### src/rtl/bdsl_pkg.sv
// ----------------------------------------------------------------------------
// bdsl_pkg
// Shared types, codes and sizes for the bounded depth-sorted list.
// ----------------------------------------------------------------------------
`default_nettype none

package bdsl_pkg;

  localparam int CAPACITY = 128;

  localparam int KIND_W  = 2;
  localparam int DEPTH_W = 31;
  localparam int TAG_W   = 16;
  localparam int RANK_W  = 7;
  localparam int STAT_W  = 2;
  localparam int FILL_W  = 8;

  // Entry count runs 0..CAPACITY.
  localparam int CNT_W = $clog2(CAPACITY + 1);
  localparam int CMP_W = ((CNT_W > RANK_W) ? CNT_W : RANK_W) + 1;

  // Read selection: only ranks a 7-bit rank can name are readable.
  localparam int RANK_SPAN = 1 << RANK_W;
  localparam int READ_N    = (CAPACITY < RANK_SPAN) ? CAPACITY : RANK_SPAN;
  localparam int LANE_W    = 3;
  localparam int GRP_SZ    = 1 << LANE_W;
  localparam int GRP_N     = (READ_N + GRP_SZ - 1) / GRP_SZ;
  localparam int GRP_SEL_W = (GRP_N > 1) ? $clog2(GRP_N) : 1;
  localparam int GRP_N2    = 1 << GRP_SEL_W;

  localparam logic [KIND_W-1:0] KIND_CLEAR  = 2'd0;
  localparam logic [KIND_W-1:0] KIND_INSERT = 2'd1;
  localparam logic [KIND_W-1:0] KIND_READ   = 2'd2;

  localparam logic [STAT_W-1:0] ST_DONE    = 2'd0;
  localparam logic [STAT_W-1:0] ST_EVICTED = 2'd1;
  localparam logic [STAT_W-1:0] ST_DROPPED = 2'd2;
  localparam logic [STAT_W-1:0] ST_EMPTY   = 2'd3;

  typedef struct packed {
    logic [DEPTH_W-1:0] depth;
    logic [TAG_W-1:0]   tag;
  } entry_t;

  typedef struct packed {
    logic [KIND_W-1:0]  kind;
    logic [DEPTH_W-1:0] depth;
    logic [TAG_W-1:0]   tag;
    logic [RANK_W-1:0]  rank;
  } in_item_t;

  typedef struct packed {
    logic [STAT_W-1:0]  status;
    logic [DEPTH_W-1:0] out_depth;
    logic [TAG_W-1:0]   out_tag;
    logic [FILL_W-1:0]  fill;
  } out_item_t;

  // Broadcast to every cell of the chain.
  typedef struct packed {
    logic   grow;   // insert into a store that has room
    logic   evict;  // insert into a full store, farthest entry drops out
    entry_t key;    // entry being inserted
  } cell_ctrl_t;

endpackage

`default_nettype wire

### src/rtl/bdsl_cell.sv
// ----------------------------------------------------------------------------
// bdsl_cell
// One slot of the sorted chain: compares, then keeps, shifts or loads.
// ----------------------------------------------------------------------------
`default_nettype none

module bdsl_cell (
  input  wire                  clk,
  input  bdsl_pkg::cell_ctrl_t ctrl,
  input  wire                  valid,
  input  bdsl_pkg::entry_t     prv_ent,
  input  wire                  prv_gt,
  input  bdsl_pkg::entry_t     nxt_ent,
  input  wire                  nxt_gt,
  output bdsl_pkg::entry_t     ent,
  output logic                 gt
);

  bdsl_pkg::entry_t ent_r;
  bdsl_pkg::entry_t ent_nxt;

  // Strictly farther than the new key: stays ahead of it.
  assign gt  = valid && (ent_r.depth > ctrl.key.depth);
  assign ent = ent_r;

  always_comb begin
    ent_nxt = ent_r;
    if (ctrl.grow) begin
      // Move toward the near end behind the insertion point.
      if (gt) begin
        ent_nxt = ent_r;
      end else if (prv_gt) begin
        ent_nxt = ctrl.key;
      end else begin
        ent_nxt = prv_ent;
      end
    end else if (ctrl.evict) begin
      // Move toward rank 0 ahead of the insertion point.
      if (nxt_gt) begin
        ent_nxt = nxt_ent;
      end else if (gt) begin
        ent_nxt = ctrl.key;
      end else begin
        ent_nxt = ent_r;
      end
    end
  end

  always_ff @(posedge clk) begin
    ent_r <= ent_nxt;
  end

endmodule

`default_nettype wire

### config.mk
export PLATFORM = sky130hd
export DESIGN_NAME = bdsl_cell
export DESIGN_NICKNAME = d
export VERILOG_FILES = /design/src/rtl/bdsl_pkg.sv /design/src/rtl/bdsl_cell.sv
export SDC_FILE = /design/constraint.sdc
export NUM_CORES = 1
export LEC_CHECK = 0
export ABC_AREA = 1
export BUFFER_PORTS_ARGS = -buffer_cell sky130_fd_sc_hd__buf_2
export CAP_MARGIN = 0
export CORE_AREA = 2 2 99 101
export DETAILED_ROUTE_END_ITERATION = 10
export DIE_AREA = 0 0 101 103
export PLACE_DENSITY_LB_ADDON = 0.2
export SYNTH_ARGS = -nofsm -noshare
export SYNTH_HDL_FRONTEND = slang
export SYNTH_SLANG_ARGS = --single-unit
### constraint.sdc
create_clock -name clk -period 3.13 [get_ports clk]
set_input_delay 0.313 -clock clk [delete_from_list [all_inputs] [get_ports clk]]
set_output_delay 0.313 -clock clk [all_outputs]
set_load 0.01 [all_outputs]
# [Yosys cells after proc, flatten, opt, wreduce, memory -nomap -nowiden]
# Index checks and enable logic that the tools add are counted.
[totals] reg_bits=47 in_bits=147 out_inout_bits=48 word_cells=14
[op_classes] magnitude_cmp=1 n_eq_ne=1 n_mux=6 reduce_logical=4
[op_table] cell="$mux 47" count=6
[op_table] cell="$gt 31x31->1" count=1
[op_table] cell="$reduce_and 3->1" count=1
[op_table] cell="$reduce_bool 3->1" count=1
[op_table] cell="$ne 2x2->1 const B" count=1
[op_table] cell="$reduce_bool 2->1" count=1
[op_table] cell="$logic_and 1x1->1" count=1

# [Longest topological paths before layout]
# Gate-level depths: netlist (run 1).
[depth] depth_word=6 depth_mapped=15 ltp_nobuf=15

# [Least setup slack after synthesis (run 1)]
# No wires, ideal clock.
[synth_path] kind="register -> register" startpoint="register ent_r (netlist bit ent[46])" endpoint="register ent_r (netlist bit ent[0]), enable pin" setup_ns=0.406 arrival_time_ns=2.421 t_required_ns=2.724 path_slack_ns=0.304 stages_incl_launch_ff=12 path_buffers=0 synth_period_minus_slack_ns=2.826 path_cell_list="edfxtp_1 > ha_1 > nand2_2 > nor2_4 > nand2_2 > nor3_2 > nand2_1 > nand2_1 > nand2_2 > nand2_2 > nand2_1 > nand2_1"
[synth_between] elab_chain_cells=4 word_cells_on_any_way=5 classes_between="1 x order compare; 1 x eq/ne; 3 x reduce/logical"
[synth_lines] item="start: declaration" line="bdsl_cell.sv:19" rtl="bdsl_pkg::entry_t ent_r;"
[synth_lines] item="start signal: assignment" line="bdsl_cell.sv:50" rtl="ent_r <= ent_nxt;"
[synth_lines] item="$gt 31x31->1 *" line="bdsl_cell.sv:23" rtl="assign gt = valid && (ent_r.depth > ctrl.key.depth);"
[synth_lines] item="$logic_and 1x1->1 *" line="bdsl_cell.sv:23"
[synth_lines] item="$ne 2x2->1 (no line) / $reduce_bool 3->1 (equally long branches)"
[synth_lines] item="$reduce_and 3->1 (no line) *"
# Mark *: on every way between the ends. The rest lies on a longest branch, timed or not.
# A chain may end at the register's enable or synchronous reset.

# [Worst setup path in the final report (run 1)]
[layout_path] startpoint="register ent_r (netlist bit ent[30])" endpoint="register ent_r (netlist bit ent[21]), enable pin"
# Same word-level chain as after synthesis.

==> run_results.csv, run 1 <==
group,metric,value,unit
yosys,ys_ff_latch,47,
critical_path,cp_top_family,"simple AND/OR/NAND/NOR gates",
drt,drt_wl_total,11.2,mm
sta,finalSetupTns,0,ns
sta,worst_pin_slew,0.903,ns
placement,gp_congestion,0.836,
sta,rsz0062_at_grt,"no",
cells_and_area,drive_gt1_share,33.9,%
drt,drtIter0Drc,157,
yosys,synthDistinctLibCells,24,
clock_tree,cts_resized,0,
drt,avgViaCountPerCell,5.13,
sta,setup_slack,0.785,ns
yosys,syn_area,3650,um2
yosys,syn_nets,658,
placement,placed_cell_area,4660,um2
clock_tree,cts_root_buffer,"clkbuf_8",
job,drv_cap,0,
sta,setup_viol,0,
critical_path,critPathMaxStageDelay,0.41,ns
global_routing,grt_overflow,0,
sta,maxSlewHeadroom,39.7,%
drt,vias,3974,
yosys,post-synth-top-area-cell,"edfxtp_1",
yosys,ys.flop_type,"edfxtp_1",
critical_path,crit_path_end_kind,"flip-flop",
clock_tree,postCtsSetupBuffers,0,
global_routing,grt_pass1_vias,3578,
cells_and_area,fill_cells,989,
cells_and_area,multi_input_area,1890,um2
sta,period_share,74.9,%
yosys,netlist_top_cells_area,"edfxtp_1 39%, o21ai_0 12%, ha_1 11%, nor2_1 11%, o22ai_1 8.1%",
sta,fin_crit,2.35,ns
floorplanning,die_y,103,um
floorplanning,pin_count,195,
yosys,post_synth.cell_area_avg,7.60,um2
clock_tree,clockBufferDepth,2,
sta,skew,0.00736,ns
pwr,vdd_drop_max,0.000197,V
yosys,synth_commonest_cells,"103 x nor2_1, 87 x o21ai_0, 48 x nand2_1",
drt,dr.pass1.iters,4,
placement,place.port_buffers,194,
yosys,yosysWarnings,0,
global_routing,grt_max_degree,48,
yosys,synth_edf_count,47,
critical_path,path_buf_inv,2,
cells_and_area,nets,835,
floorplanning,core.rowCount,36,
clock_tree,hold_buffers,0,
critical_path,crit_type,"reg2reg",
yosys,synth_top_area_share,38.7,%
global_routing,grt_pass1_wl,16.6,mm
clock_tree,path_clk_slew,0.09,ns
critical_path,required,3.10,ns
critical_path,slowest_stage,"edfxtp_1",
floorplanning,start_util,38.6,%
critical_path,startpoint_type,"flip-flop",
sta,fmax,426,MHz
min_path,hold_path.class,"in2reg",
clock_tree,cts_sinks,47,
cells_and_area,area_growth,30.3,%
drt,routedWlPerCell,14.5,um
drt,antenna_left,0,
cells_and_area,ff_latch_area,1410,um2
clock_tree,cts_made_buffers,5,
drt,drcViolationCount,0,
floorplanning,die-area,10400,um2
yosys,synth.most_common_cell,"nor2_1",
cells_and_area,largest_reg_flops,47,
cells_and_area,final_util,50.2,%
floorplanning,core,9460,um2
sta,finalHoldViolCount,0,
yosys,ys_seq_area_share,38.7,%
cells_and_area,final_cell_area,4750,um2
clock_tree,cts_tree,"yes",
critical_path,crit_top_cell,"nand2_1",
pwr,leakagePower,2.34,nW
critical_path,path_cells,"ha_1 > nand2_1 > nor2_1 > nand3_1 > clkinv_1 > nand2_1 > nand2_1 > nand2_1 > nand2_1 > nand2_2 > nand2_2 > nand2_1 > nand2_2 > buf_4",
yosys,syn_inst,480,
clock_tree,h-tree-depth,2,
critical_path,critPathArrivalTime,2.32,ns
placement,dp_slack,0.726,ns
run_status,status,"complete, no violations",
pwr,p_per_area,372,nW/um2
floorplanning,fp.dieW,101,um
critical_path,crit_path_max_fanout,25,
yosys,synth-async-reset-ratio,0,%
sta,slew_viol_final,0,
clock_tree,clock_latency,0.30,ns
global_routing,grtUsageTotal,20.3,%
placement,hpwl,8.13,mm
global_routing,antenna_found_initial,1,
logic make-up (layout without fill, tap and decap cells):
kind of cell | after synthesis | count (layout) | synth area share (%)
buffers and inverters | 83 | 261 | 9.61
adders and majority gates | 31 | 31 | 10.6
AOI/OAI and AO/OA | 154 | 154 | 23.0
other | 0 | 2 | 0
DFF | 47 | 47 | 38.7
and+or+nand+nor | 165 | 165 | 18.1
cell type report:
| cell class | count | area share (%) |
|---|---|---|
| multi-input cells | 350 | 39.7 |
| flip-flops and latches | 47 | 29.7 |
| repair buffers | 200 | 21.4 |
| clock buffers | 5 | 1.45 |
| diodes | 2 | 0.105 |
| inverters | 53 | 4.19 |
| clock inverters | 3 | 0.421 |
| well taps | 114 | 3.00 |
path summary, 6_finish.rpt:
kind,depth (start not counted),slack [ns],start,end
worst max-delay path,14,0.78,ent[30],ent[21]
worst max register to register,14,0.78,ent[30],ent[21]
worst min register to register,10,1.39,ent[45],ent[44]
worst min-delay path,3,0.36,ctrl[9],ent[9]
worst register-to-register path, delay by kind of cell (launching register included):
family / cells / cell delay, ns
AND/OR/NAND/NOR: 11 / 0.89
adder cells (fa/ha/maj): 1 / 0.31
buffers and inverters: 2 / 0.39
flip-flops: 1 / 0.41
stage by stage:
stage / total power [mW] / hold slack, ns / cells
floorplan: 1.16 / 0.556 / 480
global placement: 1.40 / 0.669 / 764
detailed placement: 1.42 / 0.669 / 764
CTS: 1.79 / 0.352 / 772
global route: 1.90 / 0.367 / 772
finish: 1.77 / 0.364 / 774
report_power, final:
group / internal, mW / switching, mW / leakage (nW)
clock: 0.156 / 0.215 / 0.0402
sequential: 0.788 / 0.0307 / 0.461
combinational: 0.241 / 0.339 / 1.84
total: 1.18 / 0.585 / 2.34
metal layers:
metal	global-route usage [%]	wire length [um]
met3	4.81	875
met2	36.4	5460
met5	0	0
met1	24.8	4750
met4	4.57	105
layout by cell type (no fill, tap or decap):
| cell type | netlist | layout |
|---|---|---|
| nor2_1 | 103 | 103 |
| nor3_2 | 1 | 1 |
| inv_1 | 46 | 46 |
| nand4_1 | 4 | 4 |
| clkinv_2 | 0 | 1 |
| buf_2 | 7 | 194 |
| nand2_1 | 48 | 47 |
| nand2_2 | 5 | 6 |
| buf_4 | 6 | 6 |
| nand3_1 | 2 | 2 |
| edfxtp_1 | 47 | 47 |
| o22ai_1 | 47 | 47 |
| clkinvlp_4 | 0 | 2 |
| nor2_4 | 1 | 1 |
| o21ai_1 | 7 | 7 |
| clkinv_1 | 1 | 1 |
| a21o_1 | 2 | 2 |
| diode_2 | 0 | 2 |
| inv_2 | 6 | 6 |
| clkbuf_8 | 0 | 5 |
| a21oi_1 | 10 | 10 |
| nor2_2 | 1 | 1 |
| o21ai_0 | 87 | 87 |
| ha_1 | 31 | 31 |
| a21boi_1 | 1 | 1 |
(Power assumes the default switching activity.)
==> run 2: changes to the inputs <==
clock period = 2.15 ns   (was 3.13 ns; I/O delays follow)
==> run 2 against run 1 <==
  * Utilization rose by 4.9 points
  * Non-clock buffer count is 14 higher
  * Global-route usage grew 0.37 points
  * Power increased by 58%
  * First-iteration DRC count fell by 4.5%
  * Die area unchanged
  * Sequential share of layout area fell by 2.6 points
  * Setup slack got worse by 0.74 ns
  * Critical path depth decreased by 4
  * Flip-flop and latch count stayed put
  * Critical endpoint is now ent[44]
  * Largest cell class unchanged
==> run_results.csv, run 2 (same netlist as run 1, synthesis figures left out) <==
group,metric,value,unit
critical_path,critPathMaxStageDelay,0.44,ns
critical_path,path_cells,"ha_4 > nand2_1 > nor2_2 > nand4_1 > nor2_1 > a21boi_2 > nand2_2 > nand2_2 > nand2_4 > clkbuf_16",
global_routing,antenna_found_initial,1,
run_status,status,"complete, no violations",
global_routing,grt_overflow,0,
floorplanning,start_util,38.6,%
cells_and_area,final_common_cell,"buf_2",
sta,maxSlewHeadroom,38.0,%
placement,hpwl,8.27,mm
drt,drtIter0Drc,150,
cells_and_area,fill_cells,891,
critical_path,slowest_stage,"edfxtp_1",
cells_and_area,largest_reg_flops,47,
clock_tree,cts_sinks,47,
global_routing,grt_max_degree,49,
placement,placed_cell_area,4750,um2
clock_tree,clock_latency,0.30,ns
min_path,hold_path.class,"in2reg",
drt,wl_met2,5.79,mm
drt,wirelength_met1,4.95,mm
job,drv_cap,0,
cells_and_area,final_util,55.1,%
drt,routedWlPerCell,15.0,um
sta,period_share,98.1,%
critical_path,crit_path_max_fanout,5,
sta,skew,0.0150,ns
cells_and_area,most-common-layout-cells,"193 x buf_2, 100 x nor2_1, 87 x o21ai_0, 47 x o22ai_1, 47 x edfxtp_1",
global_routing,grt_pass1_vias,3500,
sta,fin_crit,2.11,ns
clock_tree,clockBufferDepth,2,
sta,worst_pin_slew,0.929,ns
clock_tree,cts_made_buffers,5,
sta,slew_viol_final,0,
sta,setup_viol,0,
floorplanning,core,9460,um2
drt,vias,4053,
cells_and_area,area_growth,43.0,%
clock_tree,hold_buffers,0,
critical_path,required,2.19,ns
placement,gp_congestion,0.821,
clock_tree,cts_tree,"yes",
clock_tree,cts_root_buffer,"clkbuf_8",
drt,dr.pass1.iters,5,
sta,fmax,474,MHz
drt,avgViaCountPerCell,5.14,
critical_path,critPathArrivalTime,2.15,ns
clock_tree,path_clk_slew,0.10,ns
floorplanning,die_y,103,um
drt,drt_wl_total,11.8,mm
sta,finalHoldViolCount,0,
drt,top_layer,"met4",
floorplanning,core.rowCount,36,
drt,wl_met3,981,um
critical_path,crit_top_cell,"nand2_2",
pwr,leakagePower,2.49,nW
critical_path,crit_type,"reg2reg",
placement,place.port_buffers,194,
floorplanning,die-area,10400,um2
global_routing,grt_pass1_wl,16.7,mm
pwr,p_per_area,537,nW/um2
drt,drcViolationCount,0,
cells_and_area,nets,850,
cells_and_area,final_cell_area,5220,um2
clock_tree,h-tree-depth,2,
critical_path,startpoint_type,"flip-flop",
pwr,total_power,2.80,mW
critical_path,crit_path_end_kind,"flip-flop",
floorplanning,fp.dieW,101,um
cells_and_area,drive_gt1_share,39.7,%
floorplanning,pin_count,195,
global_routing,grtUsageTotal,20.6,%
drt,antenna_left,0,
sta,rsz0062_at_grt,"yes",
pwr,vdd_drop_max,0.000274,V
[run 2: changes by cell type in the layout (fill, tap and decap cells not counted), moves of 6 or more]
cell     delta
ha_4       +12
buf_4       +8
ha_1       -12
nand2_1     -9
nand2_4     +6
[run 2: routing by layer]
layer / up-vias / GRT usage [%]
met5: - / 0
met4: 0 / 4.37
met3: 9 / 4.95
met2: 195 / 35.6
met1: 1810 / 26.5
li1: 2039 / -
[run 2: stage by stage]
step | setup WS (ns) | std cells | hold WS (ns) | setup TNS [ns]
6_report | 0.0411 | 788 | 0.276 | 0
3_5_place_dp | -0.0415 | 770 | 0.587 | -1.15
5_1_grt | -0.110 | 787 | 0.279 | -4.28
4_1_cts | 0.0105 | 780 | 0.263 | 0
2_1_floorplan | 0.0906 | 480 | 0.458 | 0
3_3_place_gp | 0.0264 | 770 | 0.588 | 0
[run 2: final timing paths]
kind	start	slack, ns	endpoint	cells after the start
worst max-delay path	ent[42]	0.04	ent[44]	10
worst min-delay path	nxt_ent[21]	0.28	ent[21]	3
worst max register to register	ent[42]	0.04	ent[44]	10
worst min register to register	ent[38]	1.42	ent[28]	11
[run 2: layout make-up]
type | instances | area (um2) | share of cell area [%]
Antenna cell | 1 | 2.50 | 0.0480
Clock buffer | 5 | 68.8 | 1.32
Clock inverter | 3 | 20.0 | 0.384
Inverter | 53 | 199 | 3.81
Multi-Input combinational cell | 351 | 2150 | 41.3
Sequential cell | 47 | 1410 | 27.1
Tap cell | 114 | 143 | 2.74
Timing Repair Buffer | 214 | 1220 | 23.3
[run 2: repair_timing]
action,4_1_cts,5_1_grt
cloned,0,4
resized for setup,2,37
setup buffers,2,3
setup endpoints to repair,45,48
pin swaps,2,13
[run 2: power breakdown]
group | total (mW) | switching, mW | internal (mW)
logic | 1.06 | 0.572 | 0.488
clock network | 0.535 | 0.308 | 0.227
registers | 1.21 | 0.0571 | 1.15
[run 2: worst max-delay path: cells and delay by family, from the launching register on]
kind | cells | cell delay, ns
compound gates | 1 | 0.08
fa+ha+maj | 1 | 0.30
buf+inv | 1 | 0.16
flops | 1 | 0.44
simple gates | 7 | 0.84
